File: config.mk
export PLATFORM = sky130hd
export DESIGN_NAME = circle_point_generator
export DESIGN_NICKNAME = d
export VERILOG_FILES = /design/src/rtl/core/cpg_pkg.sv /design/src/rtl/core/cpg_core.sv /design/src/rtl/core/cpg_emit.sv /design/src/rtl/core/circle_point_generator.sv
export SDC_FILE = /design/constraint.sdc
export NUM_CORES = 1
export LEC_CHECK = 0
export BUFFER_PORTS_ARGS = -buffer_cell sky130_fd_sc_hd__buf_2
export CAP_MARGIN = 20
export CORE_AREA = 5 5 161 163
export DETAILED_ROUTE_END_ITERATION = 10
export DIE_AREA = 0 0 166 168
export GPL_TIMING_DRIVEN = 0
export HOLD_SLACK_MARGIN = 0.06
export PLACE_DENSITY = 0.87
export SETUP_SLACK_MARGIN = 0.5
export SLEW_MARGIN = 20
export SYNTH_ARGS = -nofsm -noshare
export SYNTH_HDL_FRONTEND = slang
export SYNTH_HIERARCHICAL = 1
export SYNTH_SLANG_ARGS = --single-unit
File: constraint.sdc
create_clock -name clk_i -period 5.85 [get_ports clk_i]
set_input_delay 0.2925 -clock clk_i [delete_from_list [all_inputs] [get_ports clk_i]]
set_output_delay 0.2925 -clock clk_i [all_outputs]
set_load 0.005 [all_outputs]
File: src/rtl/core/cpg_pkg.sv
// ----------------------------------------------------------------------------
// cpg_pkg
// Shared types and constants for the circle point generator.
// ----------------------------------------------------------------------------
package cpg_pkg;

  // Symmetric points per octant step
  localparam int unsigned NUM_PTS = 8;

  // Decision variable constants of the midpoint circle algorithm
  localparam int D_INIT    = 3;   // d = 3 - 2r on load
  localparam int D_ADD_NEG = 6;   // d < 0  : d += 4x + 6
  localparam int D_ADD_POS = 10;  // d >= 0 : d += 4(x - y) + 10

  // Request kinds (tuser on the input side)
  typedef enum logic {
    REQ_LOAD = 1'b0,
    REQ_STEP = 1'b1
  } cpg_req_e;

  // Control for one burst of points, core -> emitter
  typedef struct packed {
    logic [NUM_PTS-1:0] mask;      // points still to send, bit i = octant point i
    logic               pt_valid;  // 0: single invalid result
    logic               done;      // circle complete after this step
  } cpg_burst_t;

endpackage

File: src/rtl/core/cpg_core.sv
// ----------------------------------------------------------------------------
// cpg_core
// Circle state registers, decision update and duplicate-point mask.
// ----------------------------------------------------------------------------
module cpg_core #(
  parameter int unsigned RADIUS_BITS = 14,
  parameter int unsigned COORD_BITS  = 16
) (
  input  logic                          clk_i,
  input  logic                          rst_ni,
  input  logic                          accept_i,
  input  logic                          req_type_i,
  input  logic signed [COORD_BITS-1:0]  center_x_i,
  input  logic signed [COORD_BITS-1:0]  center_y_i,
  input  logic        [RADIUS_BITS-1:0] radius_i,
  output logic                          burst_load_o,
  output cpg_pkg::cpg_burst_t           burst_ctl_o,
  output logic signed [COORD_BITS-1:0]  ctr_x_o,
  output logic signed [COORD_BITS-1:0]  ctr_y_o,
  output logic        [RADIUS_BITS-1:0] pos_x_o,
  output logic        [RADIUS_BITS-1:0] pos_y_o
);

  localparam int unsigned DW = RADIUS_BITS + 4;  // decision width
  localparam int unsigned OW = RADIUS_BITS + 2;  // offset / compare width

  logic signed [COORD_BITS-1:0]  ctr_x_q, ctr_x_d;
  logic signed [COORD_BITS-1:0]  ctr_y_q, ctr_y_d;
  logic        [RADIUS_BITS:0]   step_x_q, step_x_d;
  logic signed [RADIUS_BITS:0]   step_y_q, step_y_d;
  logic signed [DW-1:0]          dec_q, dec_d;
  logic                          active_q, active_d;

  logic signed [OW-1:0] xs, ys, xn, yn;
  logic signed [DW-1:0] x_ext, y_ext;
  logic signed [OW-1:0] off_x [cpg_pkg::NUM_PTS];
  logic signed [OW-1:0] off_y [cpg_pkg::NUM_PTS];
  logic [cpg_pkg::NUM_PTS-1:0] keep;
  logic                 can_step;
  logic                 is_step;

  assign is_step  = (req_type_i == cpg_pkg::REQ_STEP);
  assign xs       = OW'($signed({1'b0, step_x_q}));
  assign ys       = OW'(step_y_q);
  assign can_step = active_q && (xs <= ys);
  assign x_ext    = DW'($signed({1'b0, step_x_q}));
  assign y_ext    = DW'(step_y_q);

  // Offsets of the eight symmetric points, in emit order
  always_comb begin
    off_x[0] = xs;  off_y[0] = ys;
    off_x[1] = -xs; off_y[1] = ys;
    off_x[2] = xs;  off_y[2] = -ys;
    off_x[3] = -xs; off_y[3] = -ys;
    off_x[4] = ys;  off_y[4] = xs;
    off_x[5] = -ys; off_y[5] = xs;
    off_x[6] = ys;  off_y[6] = -xs;
    off_x[7] = -ys; off_y[7] = -xs;
  end

  // A point equal to an earlier one of the same step is dropped
  always_comb begin
    for (int i = 0; i < cpg_pkg::NUM_PTS; i++) begin
      keep[i] = 1'b1;
      for (int j = 0; j < i; j++) begin
        if ((off_x[j] == off_x[i]) && (off_y[j] == off_y[i])) begin
          keep[i] = 1'b0;
        end
      end
    end
  end

  always_comb begin
    ctr_x_d  = ctr_x_q;
    ctr_y_d  = ctr_y_q;
    step_x_d = step_x_q;
    step_y_d = step_y_q;
    dec_d    = dec_q;
    active_d = active_q;
    if (accept_i && !is_step) begin
      ctr_x_d  = center_x_i;
      ctr_y_d  = center_y_i;
      step_x_d = '0;
      step_y_d = $signed({1'b0, radius_i});
      dec_d    = DW'(cpg_pkg::D_INIT) - (DW'(radius_i) <<< 1);
      active_d = 1'b1;
    end else if (accept_i && can_step) begin
      if (dec_q[DW-1]) begin
        dec_d = dec_q + (x_ext <<< 2) + DW'(cpg_pkg::D_ADD_NEG);
      end else begin
        dec_d    = dec_q + ((x_ext - y_ext) <<< 2) + DW'(cpg_pkg::D_ADD_POS);
        step_y_d = step_y_q - 1'b1;
      end
      step_x_d = step_x_q + 1'b1;
    end
  end

  // Completion check on the updated position
  assign xn = xs + OW'(1);
  assign yn = dec_q[DW-1] ? ys : ys - OW'(1);

  always_comb begin
    burst_ctl_o = '0;
    if (can_step) begin
      burst_ctl_o.mask     = keep;
      burst_ctl_o.pt_valid = 1'b1;
      burst_ctl_o.done     = (xn > yn);
    end else begin
      burst_ctl_o.mask     = cpg_pkg::NUM_PTS'(1);
      burst_ctl_o.pt_valid = 1'b0;
      burst_ctl_o.done     = 1'b1;
    end
  end

  assign burst_load_o = accept_i && is_step;
  assign ctr_x_o      = ctr_x_q;
  assign ctr_y_o      = ctr_y_q;
  assign pos_x_o      = step_x_q[RADIUS_BITS-1:0];
  assign pos_y_o      = step_y_q[RADIUS_BITS-1:0];

  always_ff @(posedge clk_i or negedge rst_ni) begin
    if (!rst_ni) begin
      ctr_x_q  <= '0;
      ctr_y_q  <= '0;
      step_x_q <= '0;
      step_y_q <= '0;
      dec_q    <= '0;
      active_q <= 1'b0;
    end else begin
      ctr_x_q  <= ctr_x_d;
      ctr_y_q  <= ctr_y_d;
      step_x_q <= step_x_d;
      step_y_q <= step_y_d;
      dec_q    <= dec_d;
      active_q <= active_d;
    end
  end

endmodule

File: src/rtl/core/cpg_emit.sv
// ----------------------------------------------------------------------------
// cpg_emit
// Burst register and point sequencer: one point per cycle into the
// output register, while that register is empty or being read.
// ----------------------------------------------------------------------------
module cpg_emit #(
  parameter int unsigned RADIUS_BITS = 14,
  parameter int unsigned COORD_BITS  = 16
) (
  input  logic                          clk_i,
  input  logic                          rst_ni,
  input  logic                          load_i,
  input  cpg_pkg::cpg_burst_t           ctl_i,
  input  logic signed [COORD_BITS-1:0]  ctr_x_i,
  input  logic signed [COORD_BITS-1:0]  ctr_y_i,
  input  logic        [RADIUS_BITS-1:0] pos_x_i,
  input  logic        [RADIUS_BITS-1:0] pos_y_i,
  input  logic                          out_ready_i,
  output logic                          free_o,
  output logic                          out_valid_o,
  output logic signed [COORD_BITS:0]    point_x_o,
  output logic signed [COORD_BITS:0]    point_y_o,
  output logic                          point_valid_o,
  output logic                          last_o,
  output logic                          done_o
);

  localparam int unsigned SW = ((COORD_BITS > RADIUS_BITS) ? COORD_BITS : RADIUS_BITS) + 2;

  // Burst register
  logic                          burst_v_q;
  cpg_pkg::cpg_burst_t           ctl_q;
  logic signed [COORD_BITS-1:0]  cx_q, cy_q;
  logic        [RADIUS_BITS-1:0] px_q, py_q;

  // Output register
  logic                          out_v_q;
  logic signed [COORD_BITS:0]    ox_q, oy_q;
  logic                          ov_q, ol_q, od_q;

  logic [2:0]                    idx;
  logic [cpg_pkg::NUM_PTS-1:0]   rest;
  logic                          take, last;
  logic        [RADIUS_BITS-1:0] a_sel, b_sel;
  logic signed [SW-1:0]          sum_x, sum_y;
  logic signed [COORD_BITS:0]    nx, ny;

  // Lowest pending point goes first
  always_comb begin
    idx = '0;
    for (int i = cpg_pkg::NUM_PTS - 1; i >= 0; i--) begin
      if (ctl_q.mask[i]) idx = 3'(i);
    end
  end

  assign rest = ctl_q.mask & ~(cpg_pkg::NUM_PTS'(1) << idx);
  assign last = (rest == '0);
  assign take = burst_v_q && (!out_v_q || out_ready_i);

  // Points 0-3 use (x, y), points 4-7 the swapped pair; bit 0 negates
  // the column offset, bit 1 the row offset.
  assign a_sel = idx[2] ? py_q : px_q;
  assign b_sel = idx[2] ? px_q : py_q;

  always_comb begin
    if (idx[0]) sum_x = SW'(cx_q) - SW'($signed({1'b0, a_sel}));
    else        sum_x = SW'(cx_q) + SW'($signed({1'b0, a_sel}));
    if (idx[1]) sum_y = SW'(cy_q) - SW'($signed({1'b0, b_sel}));
    else        sum_y = SW'(cy_q) + SW'($signed({1'b0, b_sel}));
    nx = ctl_q.pt_valid ? sum_x[COORD_BITS:0] : '0;
    ny = ctl_q.pt_valid ? sum_y[COORD_BITS:0] : '0;
  end

  assign free_o = !burst_v_q || (take && last);

  always_ff @(posedge clk_i or negedge rst_ni) begin
    if (!rst_ni) begin
      burst_v_q <= 1'b0;
      ctl_q     <= '0;
    end else if (load_i) begin
      burst_v_q <= 1'b1;
      ctl_q     <= ctl_i;
    end else if (take) begin
      ctl_q.mask <= rest;
      if (last) burst_v_q <= 1'b0;
    end
  end

  always_ff @(posedge clk_i) begin
    if (load_i) begin
      cx_q <= ctr_x_i;
      cy_q <= ctr_y_i;
      px_q <= pos_x_i;
      py_q <= pos_y_i;
    end
  end

  always_ff @(posedge clk_i or negedge rst_ni) begin
    if (!rst_ni) begin
      out_v_q <= 1'b0;
    end else if (take) begin
      out_v_q <= 1'b1;
    end else if (out_ready_i) begin
      out_v_q <= 1'b0;
    end
  end

  always_ff @(posedge clk_i) begin
    if (take) begin
      ox_q <= nx;
      oy_q <= ny;
      ov_q <= ctl_q.pt_valid;
      ol_q <= last;
      od_q <= last && ctl_q.done;
    end
  end

  assign out_valid_o   = out_v_q;
  assign point_x_o     = ox_q;
  assign point_y_o     = oy_q;
  assign point_valid_o = ov_q;
  assign last_o        = ol_q;
  assign done_o        = od_q;

endmodule

File: src/rtl/core/circle_point_generator.sv
// ----------------------------------------------------------------------------
// circle_point_generator
// Midpoint circle rasterizer with stream input and output channels.
// ----------------------------------------------------------------------------
// Usage:
//  - Input channel (s_axis): tuser selects the request. A load item
//    (tuser 0) takes center and radius from tdata and produces no result.
//    A step item (tuser 1) runs one octant iteration.
//  - Output channel (m_axis): one item per distinct symmetric point of the
//    step, 1 to 8 items; tlast marks the final item of the step, tuser[1]
//    on that item flags the circle as complete. A step with no circle
//    loaded, or after completion, yields one item with tuser[0] low, zero
//    coordinates, tlast and done set.
//  - Path: the first point of a step moves from the burst register into
//    the output register, which drives m_axis.
//  - Burst: a step holds the burst register until all of its points
//    (1 to 8, 8 on a general octant) have moved on; the next item is taken
//    in the cycle its last point moves to the output register.
//  - Stall: a low m_axis_tready_i holds the output register and the burst;
//    s_axis_tready_o drops until the burst drains. Nothing is lost.
//  - Reset: no circle loaded, both channels empty.
// ----------------------------------------------------------------------------
module circle_point_generator #(
  parameter int unsigned RADIUS_BITS = 14,
  parameter int unsigned COORD_BITS  = 16
) (
  input  logic                      clk_i,
  input  logic                      rst_ni,
  input  logic                      s_axis_tvalid_i,
  output logic                      s_axis_tready_o,
  // [COORD_BITS-1:0] center_x, then center_y, then radius, zero padded
  input  logic [((2*COORD_BITS+RADIUS_BITS+7)/8)*8-1:0] s_axis_tdata_i,
  // [0] req_type
  input  logic                      s_axis_tuser_i,
  output logic                      m_axis_tvalid_o,
  input  logic                      m_axis_tready_i,
  // [COORD_BITS:0] point_x, then point_y, zero padded
  output logic [((2*COORD_BITS+2+7)/8)*8-1:0] m_axis_tdata_o,
  // [0] point_valid, [1] done_res
  output logic [1:0]                m_axis_tuser_o,
  // last_of_step
  output logic                      m_axis_tlast_o
);

  localparam int unsigned IN_W  = ((2*COORD_BITS+RADIUS_BITS+7)/8)*8;
  localparam int unsigned OUT_W = ((2*COORD_BITS+2+7)/8)*8;
  localparam int unsigned PAD_W = OUT_W - 2*(COORD_BITS+1);

  logic                          accept;
  logic                          free;
  logic                          burst_load;
  cpg_pkg::cpg_burst_t           burst_ctl;
  logic signed [COORD_BITS-1:0]  ctr_x, ctr_y;
  logic        [RADIUS_BITS-1:0] pos_x, pos_y;
  logic signed [COORD_BITS:0]    point_x, point_y;
  logic                          point_valid, last_of_step, done_res;
  logic [IN_W-1:0]               in_data;

  assign in_data         = s_axis_tdata_i;
  assign s_axis_tready_o = free;
  assign accept          = s_axis_tvalid_i && free;

  // State and per-step mask; updates on the accepted item
  cpg_core #(
    .RADIUS_BITS (RADIUS_BITS),
    .COORD_BITS  (COORD_BITS)
  ) u_core (
    .clk_i        (clk_i),
    .rst_ni       (rst_ni),
    .accept_i     (accept),
    .req_type_i   (s_axis_tuser_i),
    .center_x_i   ($signed(in_data[COORD_BITS-1:0])),
    .center_y_i   ($signed(in_data[2*COORD_BITS-1:COORD_BITS])),
    .radius_i     (in_data[2*COORD_BITS+RADIUS_BITS-1:2*COORD_BITS]),
    .burst_load_o (burst_load),
    .burst_ctl_o  (burst_ctl),
    .ctr_x_o      (ctr_x),
    .ctr_y_o      (ctr_y),
    .pos_x_o      (pos_x),
    .pos_y_o      (pos_y)
  );

  // Burst register feeding the output register one point per cycle while m_axis is not stalled
  cpg_emit #(
    .RADIUS_BITS (RADIUS_BITS),
    .COORD_BITS  (COORD_BITS)
  ) u_emit (
    .clk_i         (clk_i),
    .rst_ni        (rst_ni),
    .load_i        (burst_load),
    .ctl_i         (burst_ctl),
    .ctr_x_i       (ctr_x),
    .ctr_y_i       (ctr_y),
    .pos_x_i       (pos_x),
    .pos_y_i       (pos_y),
    .out_ready_i   (m_axis_tready_i),
    .free_o        (free),
    .out_valid_o   (m_axis_tvalid_o),
    .point_x_o     (point_x),
    .point_y_o     (point_y),
    .point_valid_o (point_valid),
    .last_o        (last_of_step),
    .done_o        (done_res)
  );

  assign m_axis_tdata_o = {{PAD_W{1'b0}}, point_y, point_x};
  assign m_axis_tuser_o = {done_res, point_valid};
  assign m_axis_tlast_o = last_of_step;

endmodule

==> metrics.md <==
| Metric | Value |
|---|---|
| Status | finished, final reports clean |
| Commonest non-fill, non-tap cells in the layout | nand2_1, ha_1, xnor2_1 |
| CTS Sinks | 189 |
| Flops & latches, synth | 189 |
| Wire per inst | approximately 20 um |
| CP max stage delay | 0.44 ns |
| Slowest-stage cell, CP | dfrtp_1 |
| Total grt overflow | 0 |
| R2R depth | 18 |
| Post-synthesis cell type count | 81 |
| FP Rows | 57 |
| RSZ-0062 raised after global routing | true |
| Post-DP HPWL | between 30000 and 40000 um |
| Number of global-route vias before repair | 13300 |
| Clock-pin slew on the worst setup and hold paths | 0.08 ns |
| Min-Delay Path Class | input port to register |
| Layout cell share with drive strength beyond 1 | 11.6% |
| Flop2flop setup slack | ~0.53 ns |
| Skew-Pair Late Insertion Delay | between 0.4 and 0.5 ns |
| Worst R2R Start | u_core/step_y_q[2] |
| Antenna violations before repair | 0 |
| Tightest Pin Transition | between 1 and 1.5 ns |
| Sequential share of the synthesized area | approximately a third |
| Post-synth top area cell | edfxtp_1 |
| Peak Freq | roughly 190 MHz |
| Routed Antenna Nets | 0 |
| Setup violations, final | 0 |
| CTS tree | built |
| Max_cap viols | 0 |
| Crit share post-route | between 90% and 100% |
| # diodes | 0 |
| All-Layer GR Usage | 30.9% |
| Reg area | between 5000 and 6000 um2 |
| Reg-to-reg endpoint | u_core/dec_q[17] |
| Area growth, synth to finish | 11.3% |
| DRT Pass-1 Iters | 6 |
| Die width | roughly 170 um |
| GP Congestion | between 0.9 and 1 |
| Syn avg cell area | about 9 um2 |
| Post-synth top area share | 19.4% |
| Total CTS buffers | 17 |
| Top FF cell, synth | edfxtp_1 |
| Initial Util | around 62% |
| CP cell instances | buf_2 > inv_1 > ha_1 > and3_1 > a211oi_1 > o2bb2ai_1 > o21ai_0 > xor2_1 > ha_1 > ha_1 > a21o_1 > a21o_1 > a21o_1 > o21a_1 > o311ai_0 > xnor2_1 > a21oi_1 > a221oi_1 |
| WP data arrival | 5.62 ns |
| Sum Neg Setup Slack | 0 ns |
| Initial detailed-routing violation count | 1511 |
| # Post-CTS Setup Buffers | 0 |
| Most common cell after layout, fill and taps aside | nand2_1 |
| Largest net degree at the start of global routing | 63 |
| Post-synthesis instance total | ~1700 |
| Worst Setup End Kind | register |
| Top Ports | 98 |
| # fillers | about 1900 |
| Synth top area cells | edfxtp_1, dfrtp_1, ha_1 |
| Core Region | about 24000 um2 |
| CP delay by family, top | compound AO/OA/AOI/OAI gates |
| Vias per cell | 6.33 |
| # nets final | 2000 |
| DRC | 0 |
| EDFF count, synth | a little under 100 |
| First-pass GRT wire length | about 70000 um |
| Critical Path Stages | 18 |
| Bufs and invs on worst path | 2 |
| Root buffer cell | clkbuf_16 |
| Worst-path fanout max | 10 |
| Hold EP | u_core/ctr_y_o[6] |
| Synth async-reset ratio | 48.7% |
| Endpoints failing hold | 0 |
| CP Class | register to register |
| HP Start | s_axis_tdata_i[22] |
| Mapped Area | roughly 15000 um2 |
| Clk_skew | around 0.020 ns |
| Min Tclk post-route | ~5.3 ns |
| Max transition margin | around a fifth |
| H-tree levels | 4 |
| Clock Tree Buf Depth | 2 |
| Hold path depth | 3 |
| Crit path required time | between 6 and 7 ns |
| Multi-input logic area | about 9100 um2 |
| Drt total wl | ~44000 um |
| Max-slew violations | 0 |
| Full die area | between 20000 and 30000 um2 |
| Yosys warnings | 6 |
| IO buf count | 89 |
| Detailed-route via count | between 10000 and 15000 |
| Die Y | between 150 and 200 um |
| Critical path launch point type | register |
-- cell type report --
class,instances,share of cell area [%]
Inverter,56,1.26
Timing Repair Buffer,102,3.69
Clock inverter,15,1.12
Clock buffer,17,2.54
Buffer,108,3.57
Multi-Input combinational cell,1337,54.2
Sequential cell,189,31.2
Tap cell,324,2.42
-- sequential cells by signal (all words and copies together), names as in the netlist, 10 cells and up --
| register | count |
|---|---|
| u_core/ctr_x_o | 16 |
| u_core/ctr_y_o | 16 |
| u_core/dec_q | 17 |
| u_core/step_x_q | 15 |
| u_core/step_y_q | 15 |
| u_emit/ctl_q | 10 |
| u_emit/cx_q | 16 |
| u_emit/cy_q | 16 |
| u_emit/point_x_o | 17 |
| u_emit/point_y_o | 17 |
| u_emit/px_q | 14 |
| u_emit/py_q | 14 |
-- cell families (layout without fill, tap and decap cells) --
group	count (synthesis)	in the layout	synth area share, %
and+or+nand+nor	610	610	19.7
AOI/OAI and AO/OA	361	361	15.1
DFF	189	189	34.7
xor gates and xnor gates	177	177	10.4
buffers and inverters	164	298	5.35
adders and majority gates	138	138	11.7
muxes	44	44	2.94
other	2	7	0.0500
-- tightest hold or removal path: stages --
cell     delay (ns)
buf_2          0.09
nand2_1        0.04
nand2_1        0.05
-- metal layers --
layer / track usage (%) / wire length, um / vias up
met5: 0 / 0 / -
met4: 15.8 / 2550 / 0
met1: 38.6 / 17100 / 6440
li1: - / - / 6253
met2: 51.8 / 20800 / 731
met3: 5.37 / 3700 / 165
-- worst max-delay path by stage --
stage / slack (ns) / to / start
floorplan: 1.28 / u_core/dec_q[15] / u_emit/ctl_q[2]
global placement: -0.19 / u_core/dec_q[15] / u_emit/ctl_q[4]
detailed placement: 0.41 / u_emit/point_x_o[13] / u_emit/ctl_q[2]
CTS: 0.66 / u_emit/point_x_o[13] / u_emit/ctl_q[2]
global route: 0.44 / u_core/dec_q[17] / u_core/step_y_q[6]
finish: 0.53 / u_core/dec_q[17] / u_core/step_y_q[2]
-- per-stage QoR --
stage | setup slack [ns] | hold WS (ns) | utilization (%) | area (um2) | std cells
2_1_floorplan | 1.28 | -0.00309 | - | 15000 | 1690
3_3_place_gp | -0.192 | 0.428 | 65.8 | 15900 | 2103
3_5_place_dp | 0.410 | 0.218 | 66.0 | 16000 | 2105
4_1_cts | 0.656 | 0.0610 | 69.1 | 16700 | 2148
5_1_grt | 0.435 | 0.0657 | 69.2 | 16700 | 2148
6_report | 0.530 | 0.0670 | 69.2 | 16700 | 2148
-- synth_stat cells (16+ instances only) --
library cell and number:
nor4_1 20, edfxtp_1 97, nand3_1 36, nor3_1 45, o21a_1 17, dfrtp_1 92
clkbuf_1 49, nand2_1 226, a31oi_1 16, nor2_1 120, and3_1 16, buf_4 41
xor2_1 54, mux2i_1 43, a21oi_1 93, a21o_1 38, xnor2_1 122, a211oi_1 20
nand2b_1 25, o21ai_0 97, ha_1 131, inv_1 55, nand4_1 26
-- repair_timing --
item,CTS,global route
hold endpoints to repair,43,0
hold buffers,11,0
resized for setup,4,5
pin swaps,0,1
setup endpoints to repair,2,3
Power is left out: the tool's default activity adds up to more than one toggle a clock period on the data nets, which glitch-free logic cannot reach.
